<file path="config.mk">
export PLATFORM = sky130hd
export DESIGN_NAME = bounded_unique_set_table
export DESIGN_NICKNAME = d
export VERILOG_FILES = /design/src/sv/bset_pkg.sv /design/src/sv/bset_store.sv /design/src/sv/bset_cmp.sv /design/src/sv/bounded_unique_set_table.sv
export SDC_FILE = /design/constraint.sdc
export NUM_CORES = 1
export LEC_CHECK = 0
export ABC_AREA = 1
export BUFFER_PORTS_ARGS = -buffer_cell sky130_fd_sc_hd__buf_2
export CAP_MARGIN = 10
export CORE_ASPECT_RATIO = 0.7
export CORE_MARGIN = 2
export CORE_UTILIZATION = 60
export DETAILED_ROUTE_END_ITERATION = 16
export GPL_TIMING_DRIVEN = 1
export PLACE_DENSITY = 0.77
export SKIP_CTS_REPAIR_TIMING = 1
export SYNTH_ARGS = -nofsm -noshare
export SYNTH_HDL_FRONTEND = slang
export SYNTH_HIERARCHICAL = 1
export SYNTH_SLANG_ARGS = --single-unit
</file>
<file path="constraint.sdc">
create_clock -name clk -period 11.3 [get_ports clk]
set_clock_uncertainty 0.2 [all_clocks]
set_input_delay 2.26 -clock clk [delete_from_list [all_inputs] [get_ports clk]]
set_output_delay 2.26 -clock clk [all_outputs]
set_load 0.1 [all_outputs]
</file>
<file path="src/sv/bset_pkg.sv">
// ---------------------------------------------------------------------------
// Bounded set package
// Sizes, status codes and transaction types of the bounded set table.
// ---------------------------------------------------------------------------
package bset_pkg;

    localparam int CAPACITY = 16;
    localparam int IDX_W    = $clog2(CAPACITY);
    localparam int CNT_W    = 5;
    localparam int DATA_W   = 32;

    localparam logic KIND_INSERT = 1'b0;
    localparam logic KIND_REMOVE = 1'b1;

    localparam logic [2:0] ST_INSERTED = 3'd0;
    localparam logic [2:0] ST_PRESENT  = 3'd1;
    localparam logic [2:0] ST_FULL     = 3'd2;
    localparam logic [2:0] ST_REMOVED  = 3'd3;
    localparam logic [2:0] ST_ABSENT   = 3'd4;

    typedef struct packed {
        logic                     kind;
        logic signed [DATA_W-1:0] value;
    } item_t;

    typedef struct packed {
        logic [2:0]       status;
        logic [CNT_W-1:0] count;
    } result_t;

    typedef struct packed {
        logic              we;
        logic [IDX_W-1:0]  waddr;
        logic [DATA_W-1:0] wdata;
        logic [IDX_W-1:0]  raddr;
    } mem_req_t;

    typedef struct packed {
        logic eq;
        logic last;
    } cmp_res_t;

endpackage

</file>
<file path="src/sv/bset_store.sv">
// ---------------------------------------------------------------------------
// Bounded set entry store
// One write port and one registered read port over the packed entries.
// ---------------------------------------------------------------------------
module bset_store
    import bset_pkg::*;
(
    input  logic              clk,
    input  mem_req_t          req,
    output logic [DATA_W-1:0] rdata
);

    logic [DATA_W-1:0] mem [CAPACITY];
    logic [DATA_W-1:0] rdata_reg;

    always_ff @(posedge clk)
    begin
        if (req.we)
        begin
            mem[req.waddr] <= req.wdata;
        end
        rdata_reg <= mem[req.raddr];
    end

    assign rdata = rdata_reg;

endmodule

</file>
<file path="src/sv/bset_cmp.sv">
// ---------------------------------------------------------------------------
// Bounded set compare unit
// Shared key match and end-of-set detection used by search and shift.
// ---------------------------------------------------------------------------
module bset_cmp
    import bset_pkg::*;
(
    input  logic [DATA_W-1:0] data,
    input  logic [DATA_W-1:0] key,
    input  logic [CNT_W-1:0]  pos,
    input  logic [CNT_W-1:0]  held,
    output cmp_res_t          res
);

    assign res.eq   = (data == key);
    assign res.last = (pos == held);

endmodule

</file>
<file path="src/sv/bounded_unique_set_table.sv">
// ---------------------------------------------------------------------------
// Bounded unique set table
// Insert or remove one signed value per transaction; entries stay packed.
// Done strobes in the cycle after start on an empty set or on an insert
//   into a full set; otherwise the entries are searched one by one and, on
//   a remove, the later entries are shifted down. The single memory port
//   paces search and shift.
// Throughput: one transaction at a time; busy is high while a search or shift runs.
// Reset: rst_n clears the count and sequencer; entries hold stale data.
// ---------------------------------------------------------------------------
module bounded_unique_set_table
    import bset_pkg::*;
(
    input  logic    clk,
    input  logic    rst_n,
    input  logic    start,
    input  item_t   item,
    output logic    busy,
    output logic    done,
    output result_t result
);

    localparam logic [1:0] S_IDLE   = 2'd0;
    localparam logic [1:0] S_SEARCH = 2'd1;
    localparam logic [1:0] S_SHIFT  = 2'd2;

    logic [1:0]        state_reg, state_next;
    logic [IDX_W-1:0]  idx_reg, idx_next;
    logic [CNT_W-1:0]  held_reg, held_next;
    logic              kind_reg, kind_next;
    logic [DATA_W-1:0] key_reg, key_next;
    logic              done_reg, done_next;
    result_t           res_reg, res_next;

    mem_req_t          req;
    logic [DATA_W-1:0] rdata;
    cmp_res_t          cmp;
    logic [CNT_W-1:0]  pos;

    bset_store u_store
    (
        .clk   (clk),
        .req   (req),
        .rdata (rdata)
    );

    assign pos = {1'b0, idx_reg} + ((state_reg == S_SHIFT) ? CNT_W'(2) : CNT_W'(1));

    bset_cmp u_cmp
    (
        .data (rdata),
        .key  (key_reg),
        .pos  (pos),
        .held (held_reg),
        .res  (cmp)
    );

    always_comb
    begin
        state_next = state_reg;
        idx_next   = idx_reg;
        held_next  = held_reg;
        kind_next  = kind_reg;
        key_next   = key_reg;
        done_next  = 1'b0;
        res_next   = res_reg;
        req.we     = 1'b0;
        req.waddr  = idx_reg;
        req.wdata  = rdata;
        req.raddr  = idx_reg + IDX_W'(1);

        unique case (state_reg)
            S_IDLE:
            begin
                req.raddr = '0;
                if (start)
                begin
                    kind_next = item.kind;
                    key_next  = item.value;
                    idx_next  = '0;
                    if (item.kind == KIND_INSERT && held_reg == CNT_W'(CAPACITY))
                    begin
                        done_next       = 1'b1;
                        res_next.status = ST_FULL;
                        res_next.count  = held_reg;
                    end
                    else if (held_reg == '0)
                    begin
                        done_next = 1'b1;
                        if (item.kind == KIND_INSERT)
                        begin
                            req.we          = 1'b1;
                            req.waddr       = '0;
                            req.wdata       = item.value;
                            held_next       = CNT_W'(1);
                            res_next.status = ST_INSERTED;
                            res_next.count  = CNT_W'(1);
                        end
                        else
                        begin
                            res_next.status = ST_ABSENT;
                            res_next.count  = '0;
                        end
                    end
                    else
                    begin
                        state_next = S_SEARCH;
                    end
                end
            end

            S_SEARCH:
            begin
                if (cmp.eq)
                begin
                    if (kind_reg == KIND_INSERT)
                    begin
                        done_next       = 1'b1;
                        res_next.status = ST_PRESENT;
                        res_next.count  = held_reg;
                        state_next      = S_IDLE;
                    end
                    else if (cmp.last)
                    begin
                        done_next       = 1'b1;
                        held_next       = held_reg - CNT_W'(1);
                        res_next.status = ST_REMOVED;
                        res_next.count  = held_reg - CNT_W'(1);
                        state_next      = S_IDLE;
                    end
                    else
                    begin
                        state_next = S_SHIFT;
                    end
                end
                else if (cmp.last)
                begin
                    done_next  = 1'b1;
                    state_next = S_IDLE;
                    if (kind_reg == KIND_INSERT)
                    begin
                        req.we          = 1'b1;
                        req.waddr       = held_reg[IDX_W-1:0];
                        req.wdata       = key_reg;
                        held_next       = held_reg + CNT_W'(1);
                        res_next.status = ST_INSERTED;
                        res_next.count  = held_reg + CNT_W'(1);
                    end
                    else
                    begin
                        res_next.status = ST_ABSENT;
                        res_next.count  = held_reg;
                    end
                end
                else
                begin
                    idx_next = idx_reg + IDX_W'(1);
                end
            end

            S_SHIFT:
            begin
                req.we    = 1'b1;
                req.waddr = idx_reg;
                req.wdata = rdata;
                req.raddr = idx_reg + IDX_W'(2);
                if (cmp.last)
                begin
                    done_next       = 1'b1;
                    held_next       = held_reg - CNT_W'(1);
                    res_next.status = ST_REMOVED;
                    res_next.count  = held_reg - CNT_W'(1);
                    state_next      = S_IDLE;
                end
                else
                begin
                    idx_next = idx_reg + IDX_W'(1);
                end
            end

            default:
            begin
                state_next = S_IDLE;
            end
        endcase
    end

    always_ff @(posedge clk or negedge rst_n)
    begin
        if (!rst_n)
        begin
            state_reg <= S_IDLE;
            held_reg  <= '0;
            done_reg  <= 1'b0;
        end
        else
        begin
            state_reg <= state_next;
            held_reg  <= held_next;
            done_reg  <= done_next;
        end
    end

    always_ff @(posedge clk)
    begin
        idx_reg  <= idx_next;
        kind_reg <= kind_next;
        key_reg  <= key_next;
        res_reg  <= res_next;
    end

    assign busy   = (state_reg != S_IDLE);
    assign done   = done_reg;
    assign result = res_reg;

endmodule

</file>
==> results of run 1 <==
## cell usage in the layout, fill, tap and decap left out, types with 16 or more instances in the layout
master,instances
buf_4,18
buf_2,45
o21ai_0,21
nor2_1,82
nor2_4,16
nand3_1,409
a21oi_1,31
nand2_1,932
inv_1,468
edfxtp_1,557
clkbuf_1,18
clkbuf_16,55
dfxtp_1,32
## power breakdown
part | total (mW) | switching, mW | internal [mW]
Sequential | 3.22 | 0.121 | 3.10
Combinational | 3.26 | 2.50 | 0.757
Clock | 1.88 | 0.816 | 1.07
Total | 8.36 | 3.44 | 4.92
## cells by family after synthesis
kind of cell / Yosys count / synth area share
adders and majority gates: 13 / 0.00627
DFF: 597 / 0.648
AOI/OAI and AO/OA: 86 / 0.0195
xor gates and xnor gates: 14 / 0.00452
and+or+nand+nor: 1459 / 0.225
buffers and inverters: 599 / 0.0971
## final timing paths
kind,to,slack [ns],cells after the start
setup / recovery,u_store/mem[13][11]$_DFFE_PP_,3.81,16
hold / removal,state_reg[0]$_DFFE_PN0P_,0.38,2
setup reg to reg,u_store/mem[13][11]$_DFFE_PP_,3.81,16
hold reg to reg,state_reg[0]$_DFFE_PN0P_,0.38,2
max in group asynchronous,held_reg[4]$_DFFE_PN0P_,9.38,1
min in group asynchronous,done$_DFF_PN0_,1.32,1
## cell type report
class | count | area [um^2]
timing repair buffer | 69 | 480
inverter | 473 | 1790
sequential | 597 | 17600
fill | 3364 | 15300
antenna | 1 | 2.50
tap | 603 | 754
clock buffer | 77 | 1500
multi-input combinational | 1572 | 7080
clock inverter | 25 | 309
## per-layer routing
layer | up-vias | global-route usage
li1 | 8884 | -
met1 | 9147 | 0.429
met2 | 1104 | 0.445
met3 | 151 | 0.0490
met4 | 0 | 0.0973
met5 | - | 0
## critical path, stage by stage, from the launching register on
cell and delay [ns]:
dfrtp_1 0.40, inv_1 0.09, ha_1 0.38, inv_1 0.51
ha_1 0.25, inv_1 0.06, fa_1 0.43, nor3_1 0.24
xor2_1 0.12, nor4_2 0.62, buf_4 0.35, nand3_2 0.61
nor2_1 1.02, nand2_1 0.10, nand2_1 0.17, nand3_1 0.36
nor2_4 1.08
## stage by stage
stage | worst slack (ns) | total power, mW | util | area [um^2] | hold WS [ns]
2_1_floorplan | 5.54 | 5.50 | - | 27100 | 0.307
3_3_place_gp | 4.17 | 6.36 | 0.615 | 27600 | 0.339
3_5_place_dp | 3.99 | 6.45 | 0.615 | 27600 | 0.348
4_1_cts | 3.95 | 8.33 | 0.656 | 29400 | 0.365
5_1_grt | 3.52 | 8.77 | 0.658 | 29500 | 0.396
6_report | 3.81 | 8.36 | 0.658 | 29500 | 0.379
==> metrics, run 1 <==
Tmin final 7.49 ns; wire length on met3 7.58 mm; DR top layer met4; GRT Overall Usage 0.291; WL met2 30.6 mm; routed length per instance 20.0 um; Vias/cell 5.64; largest net degree at the start of global routing 172; Hold Startpoint state_reg[0]$_DFFE_PN0P_; first-pass GRT wire length 105 mm; ys async rst share 0.0134; Antenna Nets Post-Route 0; share of cells above drive strength 1 0.0700; Root Driver clkbuf_16; Cells after Synth 2768; FF+latch count, synth 597; nets 2816; fmax 0.134 GHz; Startpoint Class register; max FFs per register 512; HPWL after DPL 39.6 mm; most numerous cell in the Yosys netlist nand2_1; CP Capture Type register; vias in the first global route 18100; placed cell count 3309; PwrDens 284 mW/mm^2; outcome finished clean; grt ovf 0; DRT iter0 DRCs 2301; max cap viols 0; IO buf count 45; synthesized net count 2817; Die Span Y 182 um; std cell rows 65; DIE AREA 0.0469 mm^2; WL final 68.5 mm; number of enable flip-flop cells after synthesis 557; Crit Path Class reg2reg; DRT Pass-1 Iters 5; critical path peak fanout 32; total core area 0.0448 mm^2; Netlist cell types 44; Initial Util 0.605; H-tree levels 2; Hold Path Class reg2reg; wl on met1 28.2 mm; worst slew pin tran 1.31 ns; Synth Cell Area 0.0271 mm^2; Avg Inst Size Synth 9.80 um^2; FF-to-FF Start state_reg[0]$_DFFE_PN0P_; CTS Buf Count 54; P&R area growth vs syn 8.70%; drt drc 0; Pins Over Slew Limit 0; final setup TNS 0 ns; DR vias 19300; CTS tree yes; Reg clk slew, reported paths 0.06 ns; top cells by count, synth nand2_1 (933), edfxtp_1 (557), inv_1 (469); Arr. time, crit path 7.49 ns; ys flop type edfxtp_1; Bufs on Longest Clock Path 3; initial antenna violation count 1; YS warnings 6; top cell type by total area after synthesis edfxtp_1; endpoints failing hold 0; RSZ-0062 raised after global routing no; Synth top area share 0.617; Top Ports 46; clk_lat worst skew 0.61 ns; Peak supply drop 0.000167 V; sequential share of the synthesized area 0.648; clock sink count 597; Setup crit start state_reg[0]$_DFFE_PN0P_; period utilization 0.663; synth top area cells edfxtp_1 (62%), nand2_1 (13%), nand3_1 (7.5%), inv_1 (6.5%), dfxtp_1 (2.4%); max_slew headroom 0.125; CP required 11.31 ns; routability cong. 0.916; final non-filler cell total 3417; final setup fails 0; Leak 12.9 nW; Die Span X 258 um
No activity file was read; power rests on OpenSTA's default activity.
==> run 2, diff against run 1 <==
==> constraint.sdc (replaced) <==
create_clock -name clk -period 7.2 [get_ports clk]
set_clock_uncertainty 0.2 [all_clocks]
set_input_delay 1.44 -clock clk [delete_from_list [all_inputs] [get_ports clk]]
set_output_delay 1.44 -clock clk [all_outputs]
set_load 0.1 [all_outputs]
==> metrics, run 2 (synthesized netlist as in run 1, its figures left out) <==
outcome finished clean; commonest non-fill, non-tap cell in the layout nand2_1; CP Capture Type register; CP required 7.29 ns (-4.02 ns); share of cells above drive strength 1 0.0775 (+0.00752); WL final 68.3 mm (-0.18%); CTS Buf Count 54 (unchanged); largest net degree at the start of global routing 150 (-13%); worst r2r dst u_store/mem[4][18]$_DFFE_PP_; grt ovf 0 (unchanged); IO buf count 45 (unchanged); PwrDens 441 mW/mm^2 (+55%); vias in the first global route 18700 (+3.0%); routability cong. 0.945 (+3.1%); fillers 3335 (-0.86%); Antenna diodes 0 (-1); Antenna Nets Post-Route 0 (unchanged); R2R cell count 18 (+2); clk_lat worst skew 0.60 ns (about the same); RSZ-0062 raised after global routing no; DR vias 19200 (-0.45%); Die Span X 258 um (unchanged); endpoints failing hold 0 (unchanged); Arr. time, crit path 6.37 ns (-1.12 ns); nets 2828 (+0.43%); max cap viols 0 (unchanged); overall power 13.0 mW (+56%); Die Span Y 182 um (unchanged); hold path cells 2 (unchanged); worst slew pin tran 1.07 ns (-0.243 ns); Leak 13.0 nW (+0.40%); Peak supply drop 0.000316 V (+89%); Vias/cell 5.60 (-0.74%); DRT iter0 DRCs 2270 (-1.3%); area of the multi-input gates 0.00708 mm^2 (unchanged); final setup TNS 0 ns (unchanged); max_slew headroom 0.287 (+0.162); CP dominant cell by count inv_1; worst-path cell chain inv_1 > ha_1 > inv_1 > ha_1 > inv_1 > fa_1 > xnor2_1 > xor2_1 > nor4_2 > buf_4 > inv_1 > o21ai_2 > nand4_4 > nand2_1 > nand2_1 > nand3b_1 > nor2_4 > buf_4; first-pass GRT wire length 105 mm (+0.76%); fmax 0.159 GHz (+19%); delay-heaviest family, CP simple AND/OR/NAND/NOR gates; period utilization 0.873 (+0.210); Root Driver clkbuf_16; FF-to-FF Start state_reg[0]$_DFFE_PN0P_; max FFs per register 512 (unchanged); Worst Hold End state_reg[0]$_DFFE_PN0P_; Reg clk slew, reported paths 0.07 ns (about the same); routed length per instance 19.9 um (-0.47%); GRT Overall Usage 0.294 (+0.00222); total core area 0.0448 mm^2 (unchanged); HPWL after DPL 40.4 mm (+2.1%); Crit Path Class reg2reg; Sequential Area 0.0176 mm^2 (unchanged); H-tree levels 2 (unchanged); DRT Pass-1 Iters 6 (+1); Bufs on Longest Clock Path 3 (unchanged); std cell rows 65 (unchanged); Tmin final 6.28 ns (-1.20 ns); Pins Over Slew Limit 0 (unchanged); Hold Path Class reg2reg; CTS tree yes; slowest cell on the critical path nor2_4; clock sink count 597 (unchanged); critical path peak fanout 24 (-25%); Startpoint Class register; final setup fails 0 (unchanged); DIE AREA 0.0469 mm^2 (unchanged); Worst path max stage delay 0.78 ns (-0.30 ns); P&R area growth vs syn 8.82%; Crit path buffers/inverters 6 (+2); worst reg2reg setup slack 0.92 ns (-2.90 ns); drt drc 0 (unchanged); Hold Startpoint state_reg[0]$_DFFE_PN0P_; commonest non-fill, non-tap cells in the layout nand2_1 (932), edfxtp_1 (557), inv_1 (468); Top Ports 46 (unchanged); Initial Util 0.605 (unchanged); initial antenna violation count 0 (-1)
## run 2: changes by cell type in the layout (fill, tap and decap cells not counted), sizes merged
cell	change
clkinv	+1
buf	+12
diode	-1
inv	-2
bufinv	-5
clkinvlp	+5
## run 2: where the power goes
group | switching [mW] | internal, mW | total, mW | leakage (nW)
Sequential | 0.211 | 4.86 | 5.07 | 5.45
Clock | 1.27 | 1.61 | 2.88 | 0.875
Combinational | 3.87 | 1.19 | 5.06 | 6.63
Total | 5.35 | 7.66 | 13.0 | 13.0
## run 2: metal layers
metal	routed length, um	vias up	track usage	share of wire
met5	0	-	0	0
met4	2480	0	0.113	0.036
met3	6580	147	0.0445	0.096
met2	31400	1023	0.462	0.46
met1	27900	9131	0.417	0.41
li1	-	8898	-	-
## run 2: how the worst max path moves through the flow
| stage | from | end | cells past startpoint |
|---|---|---|---|
| floorplan | state_reg[0]$_DFFE_PN0P_ | u_store/mem[10][0]$_DFFE_PP_ | 18 |
| CTS | state_reg[0]$_DFFE_PN0P_ | u_store/mem[4][18]$_DFFE_PP_ | 18 |
| detailed placement | state_reg[0]$_DFFE_PN0P_ | u_store/mem[4][15]$_DFFE_PP_ | 18 |
| finish | state_reg[0]$_DFFE_PN0P_ | u_store/mem[4][18]$_DFFE_PP_ | 18 |
| global route | state_reg[0]$_DFFE_PN0P_ | u_store/mem[4][18]$_DFFE_PP_ | 18 |
| global placement | state_reg[0]$_DFFE_PN0P_ | u_store/mem[4][15]$_DFFE_PP_ | 18 |
## run 2: worst min-delay path, stage by stage, from the launching register on
cell and delay [ns]:
dfrtp_1 0.39, nand2_1 0.06, o21ai_0 0.07
## run 2: final cells by class
| class | count | share of cell area |
|---|---|---|
| Sequential cell | 597 | 0.595 |
| Multi-Input combinational cell | 1572 | 0.240 |
| Inverter | 473 | 0.0606 |
| Clock buffer | 77 | 0.0550 |
| Tap cell | 603 | 0.0256 |
| Timing Repair Buffer | 81 | 0.0181 |
| Clock inverter | 24 | 0.00577 |
## run 2: stage by stage
stage,instance area [um^2],instances,hold WS (ns),setup WS [ns],util
floorplan,27100,2768,0.307,1.44,-
global placement,27700,3326,0.329,1.19,0.619
detailed placement,27700,3326,0.353,1.05,0.619
CTS,29500,3427,0.365,1.02,0.659
global route,29500,3427,0.395,0.585,0.659
finish,29500,3427,0.362,0.917,0.659
